### src/hdl/sla_pkg.sv
// ----------------------------------------------------------------------------
// Serial line assembler package
// Request codes, register indexes, reset values and the stage control type.
// ----------------------------------------------------------------------------
package sla_pkg;

   localparam int TYPE_W   = 2;
   localparam int BYTE_W   = 8;
   localparam int INDEX_W  = 7;
   localparam int LENGTH_W = 8;
   localparam int QCOUNT_W = 7;
   localparam int CSR_IDX_W = 2;

   localparam logic [TYPE_W-1:0] REQ_RECEIVE = 2'd0;
   localparam logic [TYPE_W-1:0] REQ_POP     = 2'd1;
   localparam logic [TYPE_W-1:0] REQ_READ    = 2'd2;

   localparam logic [CSR_IDX_W-1:0] CSR_LINE_END = 2'd0;
   localparam logic [CSR_IDX_W-1:0] CSR_ENTER    = 2'd1;
   localparam logic [CSR_IDX_W-1:0] CSR_ERASE    = 2'd2;

   localparam logic [BYTE_W-1:0] LINE_END_RESET = 8'h0a;
   localparam logic [BYTE_W-1:0] ENTER_RESET    = 8'h0d;
   localparam logic [BYTE_W-1:0] ERASE_RESET    = 8'h08;

   // Control carried from the accept stage to the editor stage.
   typedef struct packed {
      logic                pop;
      logic                queued;
      logic                dropping;
      logic                empty;
      logic [QCOUNT_W-1:0] count;
      logic                rd_ok;
      logic                fwd;
   } sla_ctl_type;

endpackage

### src/hdl/serial_line_assembler_unit.sv
// ----------------------------------------------------------------------------
// Serial line assembler unit
// Queues received bytes, edits them into text lines and reads back the line.
// ----------------------------------------------------------------------------
// The unit takes one request every clock cycle while the response is not
// stalled. An accepted request passes the editor stage registers and the
// response register. The acceptance edge updates the receive queue pointers
// and issues the single read of each memory. The edge on which the editor
// stage advances runs the line editor on the popped byte, performs the
// single line store write and loads the response register. Each memory
// sees one read and at most one write per request, which is what sets the
// rate of one request per cycle. A stalled response holds the editor stage
// and, through it, the input. A line store high-water mark stands in for
// clearing the store, so there is no initialisation pass after reset.
module serial_line_assembler_unit #(
   parameter int DEPTH = 128
) (
   input  logic                          clock,
   input  logic                          reset,
   input  logic                          req_valid,
   output logic                          req_stall,
   input  logic [sla_pkg::TYPE_W-1:0]    req_type,
   input  logic [sla_pkg::BYTE_W-1:0]    req_rx_byte,
   input  logic [sla_pkg::INDEX_W-1:0]   req_read_index,
   output logic                          rsp_valid,
   input  logic                          rsp_stall,
   output logic                          rsp_byte_queued,
   output logic                          rsp_dropping,
   output logic                          rsp_line_done,
   output logic [sla_pkg::LENGTH_W-1:0]  rsp_line_length,
   output logic [sla_pkg::BYTE_W-1:0]    rsp_read_data,
   output logic                          rsp_queue_empty,
   output logic [sla_pkg::QCOUNT_W-1:0]  rsp_queue_count,
   input  logic                          csr_we,
   input  logic [sla_pkg::CSR_IDX_W-1:0] csr_index,
   input  logic [sla_pkg::BYTE_W-1:0]    csr_wdata
);

   localparam int AW = (DEPTH > 1) ? $clog2(DEPTH) : 1;
   localparam int HW = $clog2(DEPTH + 1);

   function automatic logic [AW-1:0] next_ptr(input logic [AW-1:0] ptr);
      logic [AW-1:0] res;
      if (ptr == AW'(DEPTH - 1)) begin
         res = '0;
      end else begin
         res = ptr + 1'b1;
      end
      return res;
   endfunction

   // Configuration registers
   logic [sla_pkg::BYTE_W-1:0] line_end_ff, enter_ff, erase_ff;

   // Receive queue state
   logic [AW-1:0] head_ff, head_in;
   logic [AW-1:0] tail_ff, tail_in;
   logic [AW-1:0] count_ff, count_in;
   logic          discard_ff, discard_in;

   // Line editor state
   logic [AW-1:0] fill_ff, fill_in;
   logic [HW-1:0] hwm_ff, hwm_in;

   // Memories and their registered read data
   logic [sla_pkg::BYTE_W-1:0] rxq_mem [DEPTH];
   logic [sla_pkg::BYTE_W-1:0] lst_mem [DEPTH];
   logic [sla_pkg::BYTE_W-1:0] rxq_rd_ff;
   logic [sla_pkg::BYTE_W-1:0] lst_rd_ff;

   // Stage registers
   logic                      s1_valid_ff, s1_valid_in;
   sla_pkg::sla_ctl_type      s1_ctl_ff, s1_ctl_in;
   logic [sla_pkg::BYTE_W-1:0] s1_fwd_data_ff;
   logic                      rsp_valid_ff, rsp_valid_in;
   logic                      rsp_queued_ff, rsp_dropping_ff, rsp_done_ff, rsp_empty_ff;
   logic [sla_pkg::LENGTH_W-1:0] rsp_length_ff;
   logic [sla_pkg::BYTE_W-1:0]   rsp_data_ff;
   logic [sla_pkg::QCOUNT_W-1:0] rsp_count_ff;

   logic accept, out_ready, s1_adv;
   logic push, pop, full;
   logic rd_in_range;
   logic [AW-1:0] rd_addr;

   logic                       ls_we;
   logic [AW-1:0]              ls_waddr;
   logic [sla_pkg::BYTE_W-1:0] ls_wdata;
   logic                       line_done;
   logic [sla_pkg::LENGTH_W-1:0] line_length;
   logic [sla_pkg::BYTE_W-1:0] read_data;

   // Handshake: stage one moves on when the response register is free.
   assign out_ready = !rsp_valid_ff || !rsp_stall;
   assign s1_adv    = s1_valid_ff && out_ready;
   assign req_stall = s1_valid_ff && !out_ready;
   assign accept    = req_valid && !req_stall;

   // Accept stage: queue pointers and discard mode
   always_comb begin
      full       = (count_ff == AW'(DEPTH - 1));
      push       = 1'b0;
      pop        = 1'b0;
      head_in    = head_ff;
      tail_in    = tail_ff;
      count_in   = count_ff;
      discard_in = discard_ff;
      if (accept) begin
         case (req_type)
            sla_pkg::REQ_RECEIVE: begin
               if (!discard_ff) begin
                  if (!full) begin
                     push = 1'b1;
                  end else begin
                     discard_in = 1'b1;
                  end
               end else if (req_rx_byte == line_end_ff && !full) begin
                  push       = 1'b1;
                  discard_in = 1'b0;
               end
            end
            sla_pkg::REQ_POP: begin
               pop = (count_ff != '0);
            end
            default: begin
            end
         endcase
      end
      if (push) begin
         tail_in  = next_ptr(tail_ff);
         count_in = count_ff + 1'b1;
      end
      if (pop) begin
         head_in  = next_ptr(head_ff);
         count_in = count_ff - 1'b1;
      end
   end

   // Editor stage: acts on the popped byte.
   always_comb begin
      fill_in     = fill_ff;
      ls_we       = 1'b0;
      ls_waddr    = fill_ff;
      ls_wdata    = rxq_rd_ff;
      line_done   = 1'b0;
      line_length = '0;
      if (s1_valid_ff && s1_ctl_ff.pop) begin
         if (rxq_rd_ff == erase_ff) begin
            if (fill_ff != '0) begin
               fill_in = fill_ff - 1'b1;
            end
         end else if (rxq_rd_ff != line_end_ff && rxq_rd_ff != enter_ff) begin
            if (fill_ff != AW'(DEPTH - 1)) begin
               ls_we   = 1'b1;
               fill_in = fill_ff + 1'b1;
            end
         end else begin
            ls_we       = 1'b1;
            ls_wdata    = '0;
            line_done   = 1'b1;
            line_length = sla_pkg::LENGTH_W'({1'b0, fill_ff} + (AW + 1)'(1));
            fill_in     = '0;
         end
      end
      ls_we = ls_we && s1_adv;
      if (!s1_adv) begin
         fill_in = fill_ff;
      end
      // Entries at and above the high-water mark have never been written.
      hwm_in = hwm_ff;
      if (ls_we && HW'(ls_waddr) == hwm_ff) begin
         hwm_in = hwm_ff + 1'b1;
      end
   end

   // Read request decode, with forwarding of a line store write in flight.
   always_comb begin
      rd_addr     = AW'(req_read_index);
      rd_in_range = (32'(req_read_index) < 32'(DEPTH));
      s1_ctl_in.pop      = pop;
      s1_ctl_in.queued   = push;
      s1_ctl_in.dropping = discard_in;
      s1_ctl_in.empty    = (count_in == '0);
      s1_ctl_in.count    = sla_pkg::QCOUNT_W'(count_in);
      s1_ctl_in.rd_ok    = (req_type == sla_pkg::REQ_READ) && rd_in_range &&
                           (32'(req_read_index) < 32'(hwm_in));
      s1_ctl_in.fwd      = s1_ctl_in.rd_ok && ls_we && (ls_waddr == rd_addr);
      s1_valid_in = accept ? 1'b1 : (s1_adv ? 1'b0 : s1_valid_ff);
      rsp_valid_in = s1_adv || (rsp_valid_ff && rsp_stall);
   end

   always_comb begin
      if (s1_ctl_ff.fwd) begin
         read_data = s1_fwd_data_ff;
      end else if (s1_ctl_ff.rd_ok) begin
         read_data = lst_rd_ff;
      end else begin
         read_data = '0;
      end
   end

   // Control registers
   always_ff @(posedge clock) begin
      if (reset) begin
         line_end_ff  <= sla_pkg::LINE_END_RESET;
         enter_ff     <= sla_pkg::ENTER_RESET;
         erase_ff     <= sla_pkg::ERASE_RESET;
         head_ff      <= '0;
         tail_ff      <= '0;
         count_ff     <= '0;
         discard_ff   <= 1'b0;
         fill_ff      <= '0;
         hwm_ff       <= '0;
         s1_valid_ff  <= 1'b0;
         rsp_valid_ff <= 1'b0;
      end else begin
         if (csr_we) begin
            case (csr_index)
               sla_pkg::CSR_LINE_END: line_end_ff <= csr_wdata;
               sla_pkg::CSR_ENTER:    enter_ff    <= csr_wdata;
               sla_pkg::CSR_ERASE:    erase_ff    <= csr_wdata;
               default: begin
               end
            endcase
         end
         head_ff      <= head_in;
         tail_ff      <= tail_in;
         count_ff     <= count_in;
         discard_ff   <= discard_in;
         fill_ff      <= fill_in;
         hwm_ff       <= hwm_in;
         s1_valid_ff  <= s1_valid_in;
         rsp_valid_ff <= rsp_valid_in;
      end
   end

   // Stage payload registers
   always_ff @(posedge clock) begin
      if (accept) begin
         s1_ctl_ff      <= s1_ctl_in;
         s1_fwd_data_ff <= ls_wdata;
      end
      if (s1_adv) begin
         rsp_queued_ff   <= s1_ctl_ff.queued;
         rsp_dropping_ff <= s1_ctl_ff.dropping;
         rsp_done_ff     <= line_done;
         rsp_length_ff   <= line_length;
         rsp_data_ff     <= read_data;
         rsp_empty_ff    <= s1_ctl_ff.empty;
         rsp_count_ff    <= s1_ctl_ff.count;
      end
   end

   // Receive queue memory
   always_ff @(posedge clock) begin
      if (push) begin
         rxq_mem[tail_ff] <= req_rx_byte;
      end
      if (accept) begin
         rxq_rd_ff <= rxq_mem[head_ff];
      end
   end

   // Line store memory
   always_ff @(posedge clock) begin
      if (ls_we) begin
         lst_mem[ls_waddr] <= ls_wdata;
      end
      if (accept) begin
         lst_rd_ff <= lst_mem[rd_addr];
      end
   end

   assign rsp_valid       = rsp_valid_ff;
   assign rsp_byte_queued = rsp_queued_ff;
   assign rsp_dropping    = rsp_dropping_ff;
   assign rsp_line_done   = rsp_done_ff;
   assign rsp_line_length = rsp_length_ff;
   assign rsp_read_data   = rsp_data_ff;
   assign rsp_queue_empty = rsp_empty_ff;
   assign rsp_queue_count = rsp_count_ff;

   // A queued byte raises the fill level by exactly one.
   assert property (@(posedge clock) disable iff (reset)
      push |=> count_ff == $past(count_ff) + 1'b1)
      else $error("receive queue count did not follow a push");

   // The line fill never passes the written region of the line store.
   assert property (@(posedge clock) disable iff (reset)
      32'(fill_ff) <= 32'(hwm_ff))
      else $error("line fill beyond the high-water mark");

   // A request held in the editor stage is neither lost nor replaced.
   assert property (@(posedge clock) disable iff (reset)
      (s1_valid_ff && !out_ready) |=> (s1_valid_ff && $stable(s1_ctl_ff)))
      else $error("held editor stage request changed");

endmodule

### config.mk
export PLATFORM = sky130hd
export DESIGN_NAME = serial_line_assembler_unit
export DESIGN_NICKNAME = d
export VERILOG_FILES = /design/src/hdl/sla_pkg.sv /design/src/hdl/serial_line_assembler_unit.sv
export SDC_FILE = /design/constraint.sdc
export NUM_CORES = 2
export LEC_CHECK = 0
export ABC_AREA = 1
export ABC_CLOCK_PERIOD_IN_PS = 5800
export BUFFER_PORTS_ARGS = -buffer_cell sky130_fd_sc_hd__buf_2
export CAP_MARGIN = 20
export CORE_UTILIZATION = 57
export CTS_BUF_LIST = sky130_fd_sc_hd__clkbuf_16
export CTS_CLUSTER_SIZE = 14
export DETAILED_ROUTE_END_ITERATION = 8
export GPL_ROUTABILITY_DRIVEN = 0
export PLACE_DENSITY = 0.73
export SYNTH_ARGS = -nofsm -noshare
export SYNTH_HDL_FRONTEND = slang
export SYNTH_SLANG_ARGS = --single-unit
### constraint.sdc
create_clock -name clock -period 5.8 [get_ports clock]
set_clock_uncertainty 0.15 [all_clocks]
set_input_delay 0.29 -clock clock [delete_from_list [all_inputs] [get_ports clock]]
set_output_delay 0.29 -clock clock [all_outputs]
set_load 0.01 [all_outputs]
== Word level (Yosys, flattened, before mapping) ==
Memories as Yosys holds them, arrays and structs flattened. A register that Yosys moved wholly into a read port is not among the register bits.
Index checks and enable logic that the tools add are counted.
Word-level totals
  bits in registers: 111
  bits in writable memories: 2048
  memories kept: 2
Memory list
  lst_mem: words 128, width 8, rd ports 1, clocked after memory_dff 1, write ports 1, RTL line serial_line_assembler_unit.sv:67  | logic [sla_pkg::BYTE_W-1:0] lst_mem [DEPTH];
  rxq_mem: words 128, width 8, rd ports 1, clocked after memory_dff 1, write ports 1, RTL line serial_line_assembler_unit.sv:66  | logic [sla_pkg::BYTE_W-1:0] rxq_mem [DEPTH];
Cells by class
  add/subtract/negate cells: 8
  order comparisons: 1
  equal/unequal tests: 16
  muxes and demuxes: 37
  bitwise logic cells: 1
  reductions and logical operators: 31
Operators by type and width (count)
  two-way mux 7 bit: 8
  two-way mux 8 bit: 6
  adder 7 x 1 -> 7 bit (second input constant): 4
  two-way mux 1 bit: 23
  equality test 7 bit (second input constant): 3
  equality test 8 bit: 2
  != test 8 bit: 2
  nonzero test 7 bit: 2
  subtractor 7 x 1 -> 7 bit (second input constant): 2
  logical AND 1 bit: 12
  adder 7 x 1 -> 8 bit (second input constant): 1
  adder 8 x 1 -> 8 bit (second input constant): 1
  equality test 7 x 8 -> 1 bit: 1
  less-than comparator 7 x 8 -> 1 bit: 1
  equality test 7 bit: 1
  logical NOT 7 bit: 1
  != test 7 bit (second input constant): 1
  AND reduction 2 bit: 3
  logical NOT 1 bit: 5
  equality test 2 x 1 -> 1 bit (second input constant): 2
  equality test 2 bit (second input constant): 2
  logical NOT 2 bit: 2
  AND reduction 4 bit: 1
  != test 3 x 2 -> 1 bit (second input constant): 1
  other kinds (6): 7

== Longest topological paths before layout ==
  depth in word-level cells: 12
  gate-level depth with buffers: 20

== Least setup slack after synthesis ==
Ideal clock, no wire load.
  path type: register to register
  from: reg rxq_rd_ff[5] (netlist bit) (read register of rxq_mem)
  to: mem lst_mem[0][3] (netlist bit) (data pin)
  data arrival time: 2.882 ns
  setup slack: 2.279 ns
  cell stages (with the launch flop): 13
  clock period less this slack: 3.521 ns
  path through: edfxtp_1 nand2_1 nand2_1 nor2_1 nand2_1 nor2_4 nor2_1 inv_1 nor2_1 inv_1 buf_2 nand2_1 inv_1
Between the ends
  longest elaborated chain between the ends: 5
RTL lines
  start, declared: RTL line serial_line_assembler_unit.sv:68  | logic [sla_pkg::BYTE_W-1:0] rxq_rd_ff;
  != test 8 bit: RTL line serial_line_assembler_unit.sv:152  | end else if (rxq_rd_ff != line_end_ff && rxq_rd_ff != enter_ff) begin
  logical AND 1 bit: RTL line serial_line_assembler_unit.sv:152
  two-way mux 8 bit: RTL line serial_line_assembler_unit.sv:152
  two-way mux 8 bit (*): RTL line serial_line_assembler_unit.sv:148  | if (rxq_rd_ff == erase_ff) begin
  two-way mux 8 bit (*): RTL line serial_line_assembler_unit.sv:147  | if (s1_valid_ff && s1_ctl_ff.pop) begin
  net ls_wdata, one bit: RTL line serial_line_assembler_unit.sv:88  | logic [sla_pkg::BYTE_W-1:0] ls_wdata;
  end, declared: RTL line serial_line_assembler_unit.sv:67
Mark *: on every way through the listed nets, which the timed path passes. The rest lies on a longest branch.

== Worst setup path in the final report ==
  from: reg rsp_valid_ff, in the netlist rsp_valid
  to: mem rxq_mem[89][6] (netlist bit), enable pin
Between the ends
  longest elaborated chain between the ends: 9
RTL lines
  start, declared: RTL line serial_line_assembler_unit.sv:75  | logic rsp_valid_ff, rsp_valid_in;
  start signal, assigned: RTL line serial_line_assembler_unit.sv:233  | rsp_valid_ff <= rsp_valid_in;
  logical NOT 1 bit: RTL line serial_line_assembler_unit.sv:94  | assign out_ready = !rsp_valid_ff || !rsp_stall;
  logical OR 1 bit: RTL line serial_line_assembler_unit.sv:94
  logical NOT 1 bit: RTL line serial_line_assembler_unit.sv:96  | assign req_stall = s1_valid_ff && !out_ready;
  logical AND 1 bit: RTL line serial_line_assembler_unit.sv:96
  logical NOT 1 bit: RTL line serial_line_assembler_unit.sv:97  | assign accept = req_valid && !req_stall;
  logical AND 1 bit: RTL line serial_line_assembler_unit.sv:97
  two-way mux 1 bit: RTL line serial_line_assembler_unit.sv:108  | if (accept) begin
  two-way mux 1 bit: RTL line serial_line_assembler_unit.sv:256  | if (push) begin
  two-way mux 1 bit (implied by the code): RTL line serial_line_assembler_unit.sv:257  | rxq_mem[tail_ff] <= req_rx_byte;
  end, declared: RTL line serial_line_assembler_unit.sv:66
No other way between the ends.

==> results.txt <==
----------------------------------------------------
[Power]
  Clock network power share ... 40.9%
  Share of power burned in combinational logic ... 5.2%
  Net switching fraction of the power ... 22.0%
  Static Leak ... 30.8 nW
  Cell-internal power ... 25.1 mW
  Power density over the cells ... 336 nW/um^2
  Switching power total ... 7.07 mW
  Worst ir drop on vdd ... 0.382 mV
  Power share of the sequential group ... 53.9%

[STA]
  Top achievable clock speed ... 0.250 GHz
  Final Critical Period ... 4.00 ns
  Setup repair after global routing missed its margin ... false
  Max-slew violation count ... 0
  Total negative slack ... 0 ns
  Slew @ Worst Pin ... 1.20 ns
  Remaining max-slew budget at the tightest pin ... 19.8%
  Final setup vio count ... 0
  Share of the cycle needed by the critical path after routing ... 68.9%
  Final hold violation count ... 0

[Hold path]
  Kind of path behind the tightest hold check ... input pin to register

[Logic synthesis]
  Distinct cells, synth ... 49
  Sequential-to-total area share from yosys stat ... 74.4%
  Yosys Warn Count ... 0
  Cell count after synthesis ... 6852
  Register bit total from synthesis ... 2175
  Fraction of the mapped netlist area in compound gates ... 12.3%
  Combinational family with the most area after synthesis ... compound AO/OA/AOI/OAI gates
  Cell type with the largest total area after synthesis ... sky130_fd_sc_hd__edfxtp_1
  Simple-Gate Fraction of Synth Area ... 9.74%
  Fraction of synthesized cell area taken by the top area cell type ... 73.0%
  Fraction of synthesized area in multiplexers ... 0%
  Async set-reset flop share out of synthesis ... 0%
  EDFF count, synth ... 2112
  Xor/xnor cell area share of the yosys netlist ... 0.423%
  Post-Syn Nets ... 6899
  Top post-synthesis cells by area ... sky130_fd_sc_hd__edfxtp_1 (73%), sky130_fd_sc_hd__o21ai_0 (6.7%), sky130_fd_sc_hd__nor2_1 (6.6%)
  Post-synthesis adder-cell area fraction ... 0.216%
  Mapped Avg Cell Area ... 12.7 um^2
  Netlist Area Pre-Place ... 86900 um^2
  Synth Flop Type ... sky130_fd_sc_hd__edfxtp_1

[Drt]
  Via density ... 6.43
  Pre-antenna DRT Iters ... 7
  Total number of vias ... 57749
  Remaining antenna violation count after routing ... 0
  Detailed-route wire length per cell ... 25.9 um
  Final wirelength ... 232 mm
  Drt drc ... 0
  DRC violation total after the first TritonRoute iteration ... 8257

[Global route]
  Pin count of the biggest net entering global routing ... 211
  Initial antenna violation count ... 3
  Congestion Overflow GR ... 0
  Overall fraction of global-route tracks in use ... 29.9%
  Vias in the first global route ... 55000
  Global-route wire length before repair ... 345 mm

[CTS]
  Sink count of the clock tree ... 2175
  CTS max path bufs ... 3
  CTS buffer count ... 204
  Root buffer selected by CTS ... sky130_fd_sc_hd__clkbuf_16
  Clock latency on the worst-skew pair ... 0.83 ns
  Number of levels the H-tree was split into ... 4
  Worst-path clk slew ... 0.06 ns
  Clock tree from TritonCTS ... yes

[Worst setup path]
  Crit path arrival time ... 4.29 ns
  CP Data Required Time ... 6.09 ns
  Critical path endpoint category ... register
  Classification of the worst setup path ... register to register
  Startpoint kind of the worst setup timing path ... register
  Critical-path maximum fanout ... 9

[Die]
  Site row count ... 142
  Horizontal die dimension ... 392 um
  Die footprint ... 154000 um^2
  Core region area ... 151000 um^2
  Number of ports placed on the die boundary ... 61
  Die boundary height ... 392 um
  Initial core utilization ... 57.7%

[Cells and area]
  Sequential cell area ... 64700 um^2
  Fill cell count ... 11006
  Non-filler cells, final ... 8983
  Combined area of the multi-input logic cells ... 19700 um^2
  Number of nets in the final layout ... 6843
  Area growth, synth to finish ... 10.2%
  Fraction of layout instances using a drive strength above 1 ... 7.11%

[Placed design]
  Buffers added on ports ... 60
  Estimated wirelength of the detail-placed design ... 134 mm
  Placed cell count ... 8562

[Run status]
  Result of the run ... finished, final reports clean

[Run]
  Max-Cap Viols ... 0

----------------------------------------------------
[layout make-up]
cell class                      instances  area share (%)
Antenna cell                            2         0.00522
Clock buffer                          209            5.46
Clock inverter                        166            1.39
Inverter                              136           0.581
Multi-Input combinational cell       4079            20.6
Sequential cell                      2175            67.5
Tap cell                             2016            2.63
Timing Repair Buffer                  200            1.81
[metal layers]
metal	GRT usage, %	share of wire [%]	vias to the layer above	wire length [um]
met5	0	0.0052	-	12
met4	14.9	5.3	2	12200
met3	5.36	10	621	24100
met2	47.4	47	3776	110000
met1	40.0	37	28133	85600
li1	-	-	25217	-
[cells in the final DEF (no fill, tap or decap), drive strengths merged, types with 4 or more instances in the layout]
master,synthesis,final
a211oi,4,4
a21oi,50,50
a31oi,4,4
buf,144,158
bufinv,0,20
clkbuf,318,209
clkinv,6,99
dfxtp,63,63
dlygate4sd3,0,42
edfxtp,2112,2112
ha,15,15
inv,130,182
nand2,358,358
nand3,170,170
nand4,28,28
nor2,1523,1523
nor3,27,27
nor4,5,5
o2111ai,4,4
o211ai,59,59
o21a,8,8
o21ai,1196,1196
o221ai,132,132
o22ai,426,426
or2,16,16
xnor2,22,22
xor2,20,20
[power by group through the flow]
stage | logic (mW) | registers [mW] | clock network (mW)
after floorplan | 0.905 | 17.7 | 0
after global placement | 1.58 | 17.7 | 0
final | 1.68 | 17.4 | 13.2
after global routing | 1.78 | 17.4 | 13.8
after CTS | 1.63 | 17.4 | 13.2
after detailed placement | 1.60 | 17.7 | 0
[final timing paths]
path / depth (start not counted) / to / slack [ns] / start
setup / recovery: 10 / rxq_mem[89][6]$_DFFE_PP_ / 1.80 / rsp_valid$_SDFF_PP0_
hold / removal: 2 / rxq_mem[46][0]$_DFFE_PP_ / 0.05 / req_rx_byte[0]
setup reg to reg: 10 / rxq_mem[89][6]$_DFFE_PP_ / 1.80 / rsp_valid$_SDFF_PP0_
hold reg to reg: 0 / rsp_queue_count[5]$_DFFE_PP_ / 0.26 / s1_ctl_ff[7]$_DFFE_PP_
[cells by family (layout without fill, tap and decap cells)]
family | after synthesis | count (layout)
buffers and inverters | 598 | 711
adder cells (fa/ha/maj) | 15 | 15
AO/OA/AOI/OAI | 1889 | 1889
other | 0 | 2
flip-flops | 2175 | 2175
AND/OR/NAND/NOR | 2133 | 2133
XOR/XNOR | 42 | 42
[registers in the layout, indices dropped and copies added, names as in the netlist, 8 cells and up]
register         count
enter_ff             8
erase_ff             8
hwm_ff               8
line_end_ff          8
lst_mem           1024
lst_rd_ff            8
rsp_line_length      8
rsp_read_data        8
rxq_mem           1024
rxq_rd_ff            8
s1_ctl_ff           13
s1_fwd_data_ff       8
[metrics by stage]
step	worst slack [ns]	instance area, um^2	util (%)	hold slack (ns)	power, mW
CTS	1.88	95800	63.6	0.00802	32.2
global placement	1.73	88800	58.9	0.254	19.3
floorplan	2.28	86900	-	0.239	18.6
finish	1.80	95800	63.6	0.0534	32.2
detailed placement	1.74	88800	58.9	0.255	19.3
global route	1.64	95800	63.6	0.0116	32.9
[synthesized netlist by cell type (7+ instances only)]
| cell type | count |
|---|---|
| sky130_fd_sc_hd__ha_1 | 15 |
| sky130_fd_sc_hd__o221ai_1 | 132 |
| sky130_fd_sc_hd__buf_2 | 108 |
| sky130_fd_sc_hd__o211ai_1 | 59 |
| sky130_fd_sc_hd__inv_1 | 115 |
| sky130_fd_sc_hd__xnor2_1 | 22 |
| sky130_fd_sc_hd__o21a_1 | 8 |
| sky130_fd_sc_hd__dfxtp_1 | 63 |
| sky130_fd_sc_hd__nor2_1 | 1519 |
| sky130_fd_sc_hd__nor3_1 | 26 |
| sky130_fd_sc_hd__nand3_1 | 167 |
| sky130_fd_sc_hd__o22ai_1 | 426 |
| sky130_fd_sc_hd__o21ai_1 | 23 |
| sky130_fd_sc_hd__a21oi_1 | 50 |
| sky130_fd_sc_hd__buf_1 | 10 |
| sky130_fd_sc_hd__edfxtp_1 | 2112 |
| sky130_fd_sc_hd__or2_2 | 7 |
| sky130_fd_sc_hd__xor2_1 | 20 |
| sky130_fd_sc_hd__inv_2 | 15 |
| sky130_fd_sc_hd__nand4_1 | 28 |
| sky130_fd_sc_hd__o21ai_0 | 1172 |
| sky130_fd_sc_hd__nand2_1 | 351 |
| sky130_fd_sc_hd__nand2_2 | 7 |
| sky130_fd_sc_hd__buf_6 | 8 |
| sky130_fd_sc_hd__buf_4 | 18 |
| sky130_fd_sc_hd__clkbuf_1 | 318 |
[repair_timing]
action                    4_1_cts  5_1_grt
gates resized for setup         0        0
hold buffers                   42        0
buffers inserted                0        0
hold endpoints to repair      242        0
[critical path, cell delays in order (launching register included)]
cell,delay [ns]
sky130_fd_sc_hd__dfxtp_1,0.34
sky130_fd_sc_hd__nand3_2,0.11
sky130_fd_sc_hd__nand2_2,0.11
sky130_fd_sc_hd__nor2_1,0.15
sky130_fd_sc_hd__nand2_1,0.12
sky130_fd_sc_hd__nor2_1,0.32
sky130_fd_sc_hd__nand2_2,0.23
sky130_fd_sc_hd__nor2_1,0.33
sky130_fd_sc_hd__nand3_1,0.68
sky130_fd_sc_hd__buf_4,0.49
sky130_fd_sc_hd__nor2_1,0.58
Power figures use the tool's default switching activity.
